==> config.mk <==
export PLATFORM = sky130hd
export DESIGN_NAME = biquad_lowpass_df2_top_flat
export DESIGN_NICKNAME = d
export VERILOG_FILES = /design/src/hw/rtl/bqlp_pkg.sv /design/src/hw/rtl/bqlp_if.sv /design/src/hw/rtl/biquad_lowpass_df2_top.sv /design/src/flat_wrapper.sv
export SDC_FILE = /design/constraint.sdc
export NUM_CORES = 2
export LEC_CHECK = 0
export BUFFER_PORTS_ARGS = -buffer_cell sky130_fd_sc_hd__clkbuf_2
export CAP_MARGIN = 20
export CORE_MARGIN = 1.5
export CORE_UTILIZATION = 40
export CTS_CLUSTER_SIZE = 16
export DETAILED_ROUTE_END_ITERATION = 16
export GPL_TIMING_DRIVEN = 0
export PLACE_DENSITY_LB_ADDON = 0.15
export SLEW_MARGIN = 10
export SYNTH_ARGS = -nofsm -noshare
export SYNTH_HDL_FRONTEND = slang
export SYNTH_SLANG_ARGS = --single-unit
==> constraint.sdc <==
create_clock -name clk -period 19.1 [get_ports clk]
set_clock_uncertainty 0.1 [all_clocks]
set_input_delay 1.91 -clock clk [delete_from_list [all_inputs] [get_ports clk]]
set_output_delay 1.91 -clock clk [all_outputs]
set_load 0.005 [all_outputs]
==> src/hw/rtl/bqlp_pkg.sv <==
package bqlp_pkg;

  localparam int COEF_FRAC  = 30;
  localparam int SCALE_FRAC = 16;
  localparam int REG_W      = 32;
  localparam int CFG_IDX_W  = 3;
  localparam int STEP_W     = 5;
  localparam int MUL_W      = 33;

  typedef enum logic [CFG_IDX_W-1:0] {
    REG_B0    = 3'd0,
    REG_B1    = 3'd1,
    REG_B2    = 3'd2,
    REG_A1    = 3'd3,
    REG_A2    = 3'd4,
    REG_SCALE = 3'd5
  } reg_idx_t;

  typedef enum logic [1:0] {
    SRC_X  = 2'd0,
    SRC_D1 = 2'd1,
    SRC_D2 = 2'd2,
    SRC_W0 = 2'd3
  } src_t;

  typedef enum logic [2:0] {
    CF_B0    = 3'd0,
    CF_B1    = 3'd1,
    CF_B2    = 3'd2,
    CF_A1    = 3'd3,
    CF_A2    = 3'd4,
    CF_SCALE = 3'd5
  } coef_sel_t;

  typedef enum logic [1:0] {
    ACC_KEEP  = 2'd0,
    ACC_CLR   = 2'd1,
    ACC_LOADX = 2'd2
  } acc_op_t;

  typedef enum logic [1:0] {
    FIN_NONE = 2'd0,
    FIN_PRE  = 2'd1,
    FIN_W0   = 2'd2,
    FIN_Y    = 2'd3
  } fin_t;

  typedef struct packed {
    logic              mul_en;
    src_t              src;
    coef_sel_t         coef;
    logic              hi;
    logic              sub;
    acc_op_t           acc;
    fin_t              fin;
    logic              jnp;
    logic [STEP_W-1:0] target;
    logic              last;
  } ucode_t;

  localparam logic [STEP_W-1:0] STEP_FILTER = 5'd5;
  localparam logic [STEP_W-1:0] LAST_STEP   = 5'd18;

  localparam ucode_t UC_NOP = '{
    mul_en: 1'b0, src: SRC_X, coef: CF_B0, hi: 1'b0, sub: 1'b0,
    acc: ACC_KEEP, fin: FIN_NONE, jnp: 1'b0, target: '0, last: 1'b0
  };

  function automatic ucode_t uc_mul(input src_t src, input coef_sel_t coef,
                                    input logic hi, input logic sub);
    ucode_t u;
    u        = UC_NOP;
    u.mul_en = 1'b1;
    u.src    = src;
    u.coef   = coef;
    u.hi     = hi;
    u.sub    = sub;
    return u;
  endfunction

  function automatic ucode_t bqlp_ucode(input logic [STEP_W-1:0] step);
    ucode_t u;
    u = UC_NOP;
    unique case (step)
      5'd0: begin
        u.acc    = ACC_CLR;
        u.jnp    = 1'b1;
        u.target = STEP_FILTER;
      end
      5'd1:  u = uc_mul(SRC_X, CF_SCALE, 1'b0, 1'b0);
      5'd2:  u = uc_mul(SRC_X, CF_SCALE, 1'b1, 1'b0);
      5'd3:  u = UC_NOP;
      5'd4:  u.fin = FIN_PRE;
      5'd5: begin
        u     = uc_mul(SRC_D1, CF_A1, 1'b0, 1'b1);
        u.acc = ACC_LOADX;
      end
      5'd6:  u = uc_mul(SRC_D1, CF_A1, 1'b1, 1'b1);
      5'd7:  u = uc_mul(SRC_D2, CF_A2, 1'b0, 1'b1);
      5'd8:  u = uc_mul(SRC_D2, CF_A2, 1'b1, 1'b1);
      5'd9:  u = UC_NOP;
      5'd10: begin
        u.fin = FIN_W0;
        u.acc = ACC_CLR;
      end
      5'd11: u = uc_mul(SRC_W0, CF_B0, 1'b0, 1'b0);
      5'd12: u = uc_mul(SRC_W0, CF_B0, 1'b1, 1'b0);
      5'd13: u = uc_mul(SRC_D1, CF_B1, 1'b0, 1'b0);
      5'd14: u = uc_mul(SRC_D1, CF_B1, 1'b1, 1'b0);
      5'd15: u = uc_mul(SRC_D2, CF_B2, 1'b0, 1'b0);
      5'd16: u = uc_mul(SRC_D2, CF_B2, 1'b1, 1'b0);
      5'd17: u = UC_NOP;
      5'd18: begin
        u.fin  = FIN_Y;
        u.last = 1'b1;
      end
      default: u = UC_NOP;
    endcase
    return u;
  endfunction

endpackage

==> src/hw/rtl/bqlp_if.sv <==
interface bqlp_in_if #(
  parameter int SAMPLE_WIDTH = 32
);
  logic                           valid;
  logic                           ready;
  logic                           req_type;
  logic signed [SAMPLE_WIDTH-1:0] sample_in;

  modport source (output valid, output req_type, output sample_in, input ready);
  modport sink   (input valid, input req_type, input sample_in, output ready);
endinterface

interface bqlp_out_if #(
  parameter int SAMPLE_WIDTH = 32
);
  logic                           valid;
  logic                           ready;
  logic signed [SAMPLE_WIDTH-1:0] filtered_out;
  logic                           state_overflow;

  modport source (output valid, output filtered_out, output state_overflow, input ready);
  modport sink   (input valid, input filtered_out, input state_overflow, output ready);
endinterface

==> src/hw/rtl/biquad_lowpass_df2_top.sv <==
// Second-order low-pass biquad, direct form II, fixed point.
// sample_chan (valid/ready) takes one request: req_type and a signed Q16.16
// sample. req_type 1 first preloads both delays with sample * reset_scale.
// result_chan (valid/ready) returns one filtered, saturated sample per request
// plus state_overflow, set when the internal value left the delay range and
// the input sample took its place.
// Configuration: cfg_we with cfg_index 0..5 writes b0, b1, b2, a1, a2 and
// reset_scale; any such write clears both delays. Write only while idle.
// Timing: a request runs through a 19-step microprogram (15 steps without
// preload) on one 33x33 multiplier that issues one partial product per multiply
// step; each product is registered, then added into the accumulator. The result
// is registered at the last step, and a new request is taken only once the
// sequencer is back in idle.
// Reset (rst, synchronous) restores the default coefficients (b0 = 1.0,
// reset_scale = 1.0, others zero), clears the delays and drops result_chan.valid.
// If the receiver stalls with a result still held, the sequencer waits on its
// last step; sample_chan.ready stays low until the pending result is taken.
module biquad_lowpass_df2_top #(
  parameter int SAMPLE_WIDTH = 32,
  parameter int STATE_WIDTH  = 48
) (
  input  logic                              clk,
  input  logic                              rst,
  bqlp_in_if.sink                           sample_chan,
  bqlp_out_if.source                        result_chan,
  input  logic                              cfg_we,
  input  logic [bqlp_pkg::CFG_IDX_W-1:0]   cfg_index,
  input  logic [bqlp_pkg::REG_W-1:0]       cfg_data
);
  import bqlp_pkg::*;

  localparam int OPW   = (STATE_WIDTH > SAMPLE_WIDTH) ? STATE_WIDTH : SAMPLE_WIDTH;
  localparam int ACC_W = OPW + 36;
  localparam int EXT_W = 65;

  localparam logic signed [ACC_W-1:0] HALF_COEF =
    {{(ACC_W-COEF_FRAC){1'b0}}, 1'b1, {(COEF_FRAC-1){1'b0}}};
  localparam logic signed [ACC_W-1:0] HALF_SCALE =
    {{(ACC_W-SCALE_FRAC){1'b0}}, 1'b1, {(SCALE_FRAC-1){1'b0}}};
  localparam logic signed [STATE_WIDTH-1:0] STATE_MAX = {1'b0, {(STATE_WIDTH-1){1'b1}}};
  localparam logic signed [STATE_WIDTH-1:0] STATE_MIN = {1'b1, {(STATE_WIDTH-1){1'b0}}};
  localparam logic signed [SAMPLE_WIDTH-1:0] SAMPLE_MAX = {1'b0, {(SAMPLE_WIDTH-1){1'b1}}};
  localparam logic signed [SAMPLE_WIDTH-1:0] SAMPLE_MIN = {1'b1, {(SAMPLE_WIDTH-1){1'b0}}};

  typedef enum logic [1:0] {
    ST_IDLE = 2'b01,
    ST_RUN  = 2'b10
  } seq_state_t;

  function automatic logic fits_state(input logic signed [ACC_W-1:0] v);
    logic [ACC_W-STATE_WIDTH:0] top;
    top = v[ACC_W-1:STATE_WIDTH-1];
    return (&top) | ~(|top);
  endfunction

  function automatic logic signed [STATE_WIDTH-1:0] sat_state(
    input logic signed [ACC_W-1:0] v);
    logic signed [STATE_WIDTH-1:0] r;
    if (fits_state(v)) begin
      r = v[STATE_WIDTH-1:0];
    end else begin
      r = v[ACC_W-1] ? STATE_MIN : STATE_MAX;
    end
    return r;
  endfunction

  function automatic logic signed [SAMPLE_WIDTH-1:0] sat_sample(
    input logic signed [ACC_W-1:0] v);
    logic [ACC_W-SAMPLE_WIDTH:0]    top;
    logic signed [SAMPLE_WIDTH-1:0] r;
    top = v[ACC_W-1:SAMPLE_WIDTH-1];
    if ((&top) | ~(|top)) begin
      r = v[SAMPLE_WIDTH-1:0];
    end else begin
      r = v[ACC_W-1] ? SAMPLE_MIN : SAMPLE_MAX;
    end
    return r;
  endfunction

  seq_state_t                     state, state_next;
  logic [STEP_W-1:0]              step, step_next;
  ucode_t                         uc;
  logic                           running;
  logic                           advance;

  logic [REG_W-1:0]               coef_b0, coef_b1, coef_b2, coef_a1, coef_a2, reset_scale;
  logic                           cfg_hit;

  logic                           pre;
  logic signed [SAMPLE_WIDTH-1:0] x_reg;
  logic signed [STATE_WIDTH-1:0]  d1, d2, w0;
  logic                           ovf;

  logic signed [OPW-1:0]          opnd;
  logic signed [EXT_W-1:0]        opnd_ext;
  logic signed [MUL_W-1:0]        mul_a, mul_b;
  logic signed [2*MUL_W-1:0]      prod;
  logic                           prod_en, prod_hi, prod_sub;

  logic signed [ACC_W-1:0]        acc, acc_next, acc_base, term;
  logic signed [ACC_W-1:0]        rnd_coef, rnd_scale;

  logic                           out_valid;
  logic signed [SAMPLE_WIDTH-1:0] out_y;
  logic                           out_ovf;

  assign running = (state == ST_RUN);
  assign uc      = bqlp_ucode(step);
  assign advance = !(uc.fin == FIN_Y && out_valid && !result_chan.ready);
  assign cfg_hit = cfg_we && (cfg_index <= REG_SCALE);

  assign sample_chan.ready          = (state == ST_IDLE);
  assign result_chan.valid          = out_valid;
  assign result_chan.filtered_out   = out_y;
  assign result_chan.state_overflow = out_ovf;

  // sequencer
  always_comb begin
    state_next = state;
    step_next  = step;
    unique case (state)
      ST_IDLE: begin
        if (sample_chan.valid) begin
          state_next = ST_RUN;
          step_next  = '0;
        end
      end
      ST_RUN: begin
        if (advance) begin
          if (uc.last) begin
            state_next = ST_IDLE;
          end else if (uc.jnp && !pre) begin
            step_next = uc.target;
          end else begin
            step_next = step + 1'b1;
          end
        end
      end
      default: begin
        state_next = ST_IDLE;
      end
    endcase
  end

  always_ff @(posedge clk) begin
    if (rst) begin
      state <= ST_IDLE;
      step  <= '0;
    end else begin
      state <= state_next;
      step  <= step_next;
    end
  end

  always_ff @(posedge clk) begin
    if (sample_chan.valid && sample_chan.ready) begin
      x_reg <= sample_chan.sample_in;
      pre   <= sample_chan.req_type;
    end
  end

  // configuration registers
  always_ff @(posedge clk) begin
    if (rst) begin
      coef_b0     <= 32'h4000_0000;
      coef_b1     <= '0;
      coef_b2     <= '0;
      coef_a1     <= '0;
      coef_a2     <= '0;
      reset_scale <= 32'h0001_0000;
    end else if (cfg_we) begin
      unique case (cfg_index)
        REG_B0:    coef_b0     <= cfg_data;
        REG_B1:    coef_b1     <= cfg_data;
        REG_B2:    coef_b2     <= cfg_data;
        REG_A1:    coef_a1     <= cfg_data;
        REG_A2:    coef_a2     <= cfg_data;
        REG_SCALE: reset_scale <= cfg_data;
        default: ;
      endcase
    end
  end

  // multiplier: one 33x33 partial product per step
  always_comb begin
    unique case (uc.src)
      SRC_X:   opnd = OPW'(x_reg);
      SRC_D1:  opnd = OPW'(d1);
      SRC_D2:  opnd = OPW'(d2);
      SRC_W0:  opnd = OPW'(w0);
      default: opnd = '0;
    endcase
    opnd_ext = EXT_W'(opnd);
    mul_a    = uc.hi ? opnd_ext[EXT_W-1:32] : {1'b0, opnd_ext[31:0]};
    unique case (uc.coef)
      CF_B0:    mul_b = {coef_b0[REG_W-1], coef_b0};
      CF_B1:    mul_b = {coef_b1[REG_W-1], coef_b1};
      CF_B2:    mul_b = {coef_b2[REG_W-1], coef_b2};
      CF_A1:    mul_b = {coef_a1[REG_W-1], coef_a1};
      CF_A2:    mul_b = {coef_a2[REG_W-1], coef_a2};
      CF_SCALE: mul_b = {1'b0, reset_scale};
      default:  mul_b = '0;
    endcase
  end

  always_ff @(posedge clk) begin
    if (rst) begin
      prod_en <= 1'b0;
    end else begin
      prod_en <= running && uc.mul_en;
    end
  end

  always_ff @(posedge clk) begin
    prod     <= mul_a * mul_b;
    prod_hi  <= uc.hi;
    prod_sub <= uc.sub;
  end

  // accumulator
  always_comb begin
    term = prod_hi ? (ACC_W'(prod) <<< 32) : ACC_W'(prod);
    acc_base = acc;
    if (running) begin
      unique case (uc.acc)
        ACC_CLR:   acc_base = '0;
        ACC_LOADX: acc_base = ACC_W'(x_reg) <<< COEF_FRAC;
        ACC_KEEP:  acc_base = acc;
        default:   acc_base = acc;
      endcase
    end
    acc_next = acc_base;
    if (prod_en) begin
      acc_next = prod_sub ? (acc_base - term) : (acc_base + term);
    end
  end

  always_ff @(posedge clk) begin
    acc <= acc_next;
  end

  assign rnd_coef  = (acc + HALF_COEF) >>> COEF_FRAC;
  assign rnd_scale = (acc + HALF_SCALE) >>> SCALE_FRAC;

  // delays and internal value
  always_ff @(posedge clk) begin
    if (rst) begin
      d1 <= '0;
      d2 <= '0;
    end else if (cfg_hit) begin
      d1 <= '0;
      d2 <= '0;
    end else if (running && advance) begin
      unique case (uc.fin)
        FIN_PRE: begin
          d1 <= sat_state(rnd_scale);
          d2 <= sat_state(rnd_scale);
        end
        FIN_Y: begin
          d2 <= d1;
          d1 <= w0;
        end
        FIN_W0, FIN_NONE: ;
        default: ;
      endcase
    end
  end

  always_ff @(posedge clk) begin
    if (running && uc.fin == FIN_W0) begin
      if (fits_state(rnd_coef)) begin
        w0  <= rnd_coef[STATE_WIDTH-1:0];
        ovf <= 1'b0;
      end else begin
        w0  <= sat_state(ACC_W'(x_reg));
        ovf <= 1'b1;
      end
    end
  end

  // result register
  always_ff @(posedge clk) begin
    if (rst) begin
      out_valid <= 1'b0;
    end else if (running && uc.fin == FIN_Y && advance) begin
      out_valid <= 1'b1;
    end else if (result_chan.ready) begin
      out_valid <= 1'b0;
    end
  end

  always_ff @(posedge clk) begin
    if (running && uc.fin == FIN_Y && advance) begin
      out_y   <= sat_sample(rnd_coef);
      out_ovf <= ovf;
    end
  end

`ifndef SYNTHESIS
  a_prod_from_run: assert property (@(posedge clk) disable iff (rst)
    prod_en |-> $past(state == ST_RUN))
    else $error("partial product issued outside a request");

  a_step_in_program: assert property (@(posedge clk) disable iff (rst)
    running |-> (step <= LAST_STEP))
    else $error("step counter ran past the microprogram");

  a_result_posted: assert property (@(posedge clk) disable iff (rst)
    (running && uc.fin == FIN_Y && advance) |=> (out_valid && state == ST_IDLE))
    else $error("final step did not post a result");

  a_cfg_clears: assert property (@(posedge clk) disable iff (rst)
    cfg_hit |=> (d1 == '0 && d2 == '0))
    else $error("register write did not clear the delays");
`endif

endmodule

==> src/flat_wrapper.sv <==
// flat-port wrapper written by rule: the top's interface ports become plain ports
module biquad_lowpass_df2_top_flat import bqlp_pkg::*;
#(
  parameter int SAMPLE_WIDTH = 32,
  parameter int STATE_WIDTH  = 48
)
  (clk, rst, cfg_we, cfg_index, cfg_data, sample_chan_valid, sample_chan_req_type, sample_chan_sample_in, sample_chan_ready, result_chan_valid, result_chan_filtered_out, result_chan_state_overflow, result_chan_ready);
  bqlp_in_if #(.SAMPLE_WIDTH(SAMPLE_WIDTH)) sample_chan_i ();
  bqlp_out_if #(.SAMPLE_WIDTH(SAMPLE_WIDTH)) result_chan_i ();
  input  logic clk;
  input  logic rst;
  input  logic cfg_we;
  input  logic [bqlp_pkg::CFG_IDX_W-1:0] cfg_index;
  input  logic [bqlp_pkg::REG_W-1:0] cfg_data;
  input wire logic [$bits(sample_chan_i.valid)-1:0] sample_chan_valid;
  input wire logic [$bits(sample_chan_i.req_type)-1:0] sample_chan_req_type;
  input wire logic [$bits(sample_chan_i.sample_in)-1:0] sample_chan_sample_in;
  output wire logic [$bits(sample_chan_i.ready)-1:0] sample_chan_ready;
  output wire logic [$bits(result_chan_i.valid)-1:0] result_chan_valid;
  output wire logic [$bits(result_chan_i.filtered_out)-1:0] result_chan_filtered_out;
  output wire logic [$bits(result_chan_i.state_overflow)-1:0] result_chan_state_overflow;
  input wire logic [$bits(result_chan_i.ready)-1:0] result_chan_ready;
  assign sample_chan_i.valid = sample_chan_valid;
  assign sample_chan_i.req_type = sample_chan_req_type;
  assign sample_chan_i.sample_in = sample_chan_sample_in;
  assign sample_chan_ready = sample_chan_i.ready;
  assign result_chan_valid = result_chan_i.valid;
  assign result_chan_filtered_out = result_chan_i.filtered_out;
  assign result_chan_state_overflow = result_chan_i.state_overflow;
  assign result_chan_i.ready = result_chan_ready;
  biquad_lowpass_df2_top #(.SAMPLE_WIDTH(SAMPLE_WIDTH), .STATE_WIDTH(STATE_WIDTH)) u_core (.clk(clk), .rst(rst), .sample_chan(sample_chan_i), .result_chan(result_chan_i), .cfg_we(cfg_we), .cfg_index(cfg_index), .cfg_data(cfg_data));
endmodule
==> flow_summary.ini <==
[timing]
fin_setup_tns_ns = 0
setup_violations = 0
tightest_slew_ns = 1.303
relSlewSlack_pct = 13.13
slew_viol_final = 0
min_period_ns = 15.44
rsz0062_at_grt = no
hold_violations = 0
fmax_mhz = 64.78
finalCritPeriodShare_pct = 80.82
fin_ws_ns = 3.664

[cts]
h-tree-depth = 3
cts.root.buffer_cell = clkbuf_16
numCtsBuffers = 72
tritoncts = yes
cts.sink_count = 564
cts-hold-fix-buffers = 0
clockBufferDepth = 3
cts-resized-gates = 0
cts_setup_buffers = 0
clk_pin_slew_ns = 0.07
clk_latency_ns = 0.75

[finish]
final_area_sq_um = 78510
areaGrowthSynthToFinish_pct = 9.338
final_layout_size_suffix_gt1_share_pct = 5.403
largest_reg_flops = 84
fin_nets = 10410
fill_cells = 18167
largest_register = u_core.acc
final_core_util_pct = 44.00
reg_top3 = u_core.acc x84, u_core.prod x66

[logic_synthesis]
syn_area_sq_um = 71810
yosysSeqAreaShare_pct = 17.33
synth_area_leader_cell = fa_1
synth_area_leaders = fa_1 32%, dfxtp_1 13%, nand2_1 8.0%
ys.flop_type = dfxtp_1
synthCells = 8652
ys_types = 92
yosys.area.top_type_share_pct = 31.95
ys_top_cells_by_count = 1539 x nand2_1, 1259 x inv_1, 1146 x fa_1, 741 x nor2_1, 635 x a21oi_1
syn_avg_cell_area_sq_um = 8.300
synth_edf_count = 115
synth.most_common_cell = nand2_1
yosysWarnings = 0
synth_nets = 10179
ys_ff_latch = 564
async_reset_ff_share_pct = 0

[drt]
drtIter0Drc = 6563
firstDrtPassIters = 6
postRouteAntennaNets = 0
drt-vias-per-instance = 5.669
wl_um = 329100
wl_per_cell_um = 29.11
dr_total_vias = 64103
drc = 0

[die]
die_w_um = 426.7
ios = 108
initial_core_util_pct = 40.25
die_y_um = 426.7
coreArea_sq_um = 178400
dieArea_sq_um = 182100
row_count = 155

[power]
vdd_ir_drop_max_v = 0.00006019
power_frac_comb_pct = 44.9
power_density_nw_per_um2 = 68.32
clockPowerShare_pct = 27.4
p_seq_share_pct = 27.7
p_int_mw = 2.887
p_leak_nw = 35.59
p_switching_mw = 2.477
swShare_pct = 46.18

[setup_path]
end_kind = flop
cpPeakStageDelay_ns = 0.99
cp.arrival_ns = 15.90
cp_max_fo = 11
critPathSlowestCell = a21oi_1
cpMostUsedCell = fa_1
cp.required_ns = 19.56
crit_type = flop to flop
start_kind = flop

[global_route]
globalRouteOverflowTotal = 0
grt_max_degree = 33
grt_pass1_wl_um = 468800
grt_usage_pct = 36.33
grt_pass1_vias = 65257
grt_antenna_before_repair = 27

[placed_design]
dpl.hpwl_um = 274400
place_area_sq_um = 75930
port_buffers = 106
gp_congestion = 1.049
place_ws_ns = 4.198

[job]
cap_violations = 0

[status]
status = complete, no violations

[worst_hold_path]
min-delay-path-class = flop to flop
## cells in the final DEF (no fill, tap or decap), types with 23 or more instances in the layout
master,instances
a211oi_1,23
nand2b_1,38
inv_1,1258
dfxtp_1,449
and2_1,97
clkbuf_16,73
buf_1,30
buf_6,29
buf_2,41
a31oi_1,39
xnor2_1,191
a21oi_1,634
nor2b_1,49
o21ai_0,284
a222oi_1,31
clkbuf_2,108
o211ai_1,29
nand3_1,111
mux2_2,44
nand2_1,1539
o21bai_1,33
fa_1,1145
xor2_1,147
a21oi_2,42
a21o_1,114
nor3_1,81
nor2_1,738
clkbuf_1,461
ha_1,308
nor4_1,30
edfxtp_1,115
and3_1,68
mux2i_1,66
nand4_1,71
## logic make-up (layout without fill, tap and decap cells)
group                      Yosys count  in the layout  synth area share, %
and+or+nand+nor                   2941           2941                17.67
adders and majority gates         1454           1454                37.32
xor gates and xnor gates           338            338                4.123
muxes                              110            110                1.610
other                                0             13                    0
AOI/OAI and AO/OA                 1453           1453                12.39
DFF                                564            564                17.33
buffers and inverters             1792           2080                9.557
## power by group through the flow
stage	registers [mW]	logic [mW]	clock network, mW
detailed placement	1.50	2.34	0
global placement	1.51	2.32	0
finish	1.49	2.41	1.47
global route	1.48	2.59	1.53
CTS	1.48	2.35	1.48
floorplan	1.39	1.45	0
## metal layers
layer,GRT usage (%),wire (um)
met2,57.33,147300
met5,0,92
met1,45.04,127300
met4,24.46,26200
met3,7.094,28260
## worst paths after layout
kind | start | to | slack, ns | cells past startpoint
setup / recovery | u_core.step[2] | u_core.prod[65] | 3.66 | 34
hold / removal | u_core.ovf | u_core.result_chan.state_overflow | 0.34 | 0
setup reg to reg | u_core.step[2] | u_core.prod[65] | 3.66 | 34
hold reg to reg | u_core.ovf | u_core.result_chan.state_overflow | 0.34 | 0
## worst max-delay path, delay by kind of cell, from the launching register on
family                     cells  cell delay [ns]
DFF                            1             0.31
and+or+nand+nor                8             1.82
AOI/OAI and AO/OA              7             3.26
adders and majority gates      9             5.44
buffers and inverters          9             3.66
xor gates and xnor gates       1             0.64
## layout make-up
class                           instances  area [sq um]  share of cell area, %
Multi-Input combinational cell       6296         52620                  67.02
Sequential cell                       564         12440                  15.85
Inverter                             1261          4733                  6.029
Tap cell                             2355          2947                  3.753
Buffer                                531          2132                  2.716
Clock buffer                           98          2041                  2.599
Timing Repair Buffer                  157          1107                  1.410
Clock inverter                         33         462.9                 0.5896
Antenna cell                           13         32.53                0.04143
## metrics by stage
step,instances,total power [mW],hold WS (ns)
floorplan,8652,2.843,0.3003
global placement,11113,3.832,0.3052
detailed placement,11160,3.842,0.3203
CTS,11291,5.314,0.3348
global route,11298,5.603,0.3415
finish,11308,5.364,0.3376
No activity file was read; power rests on OpenSTA's default activity.
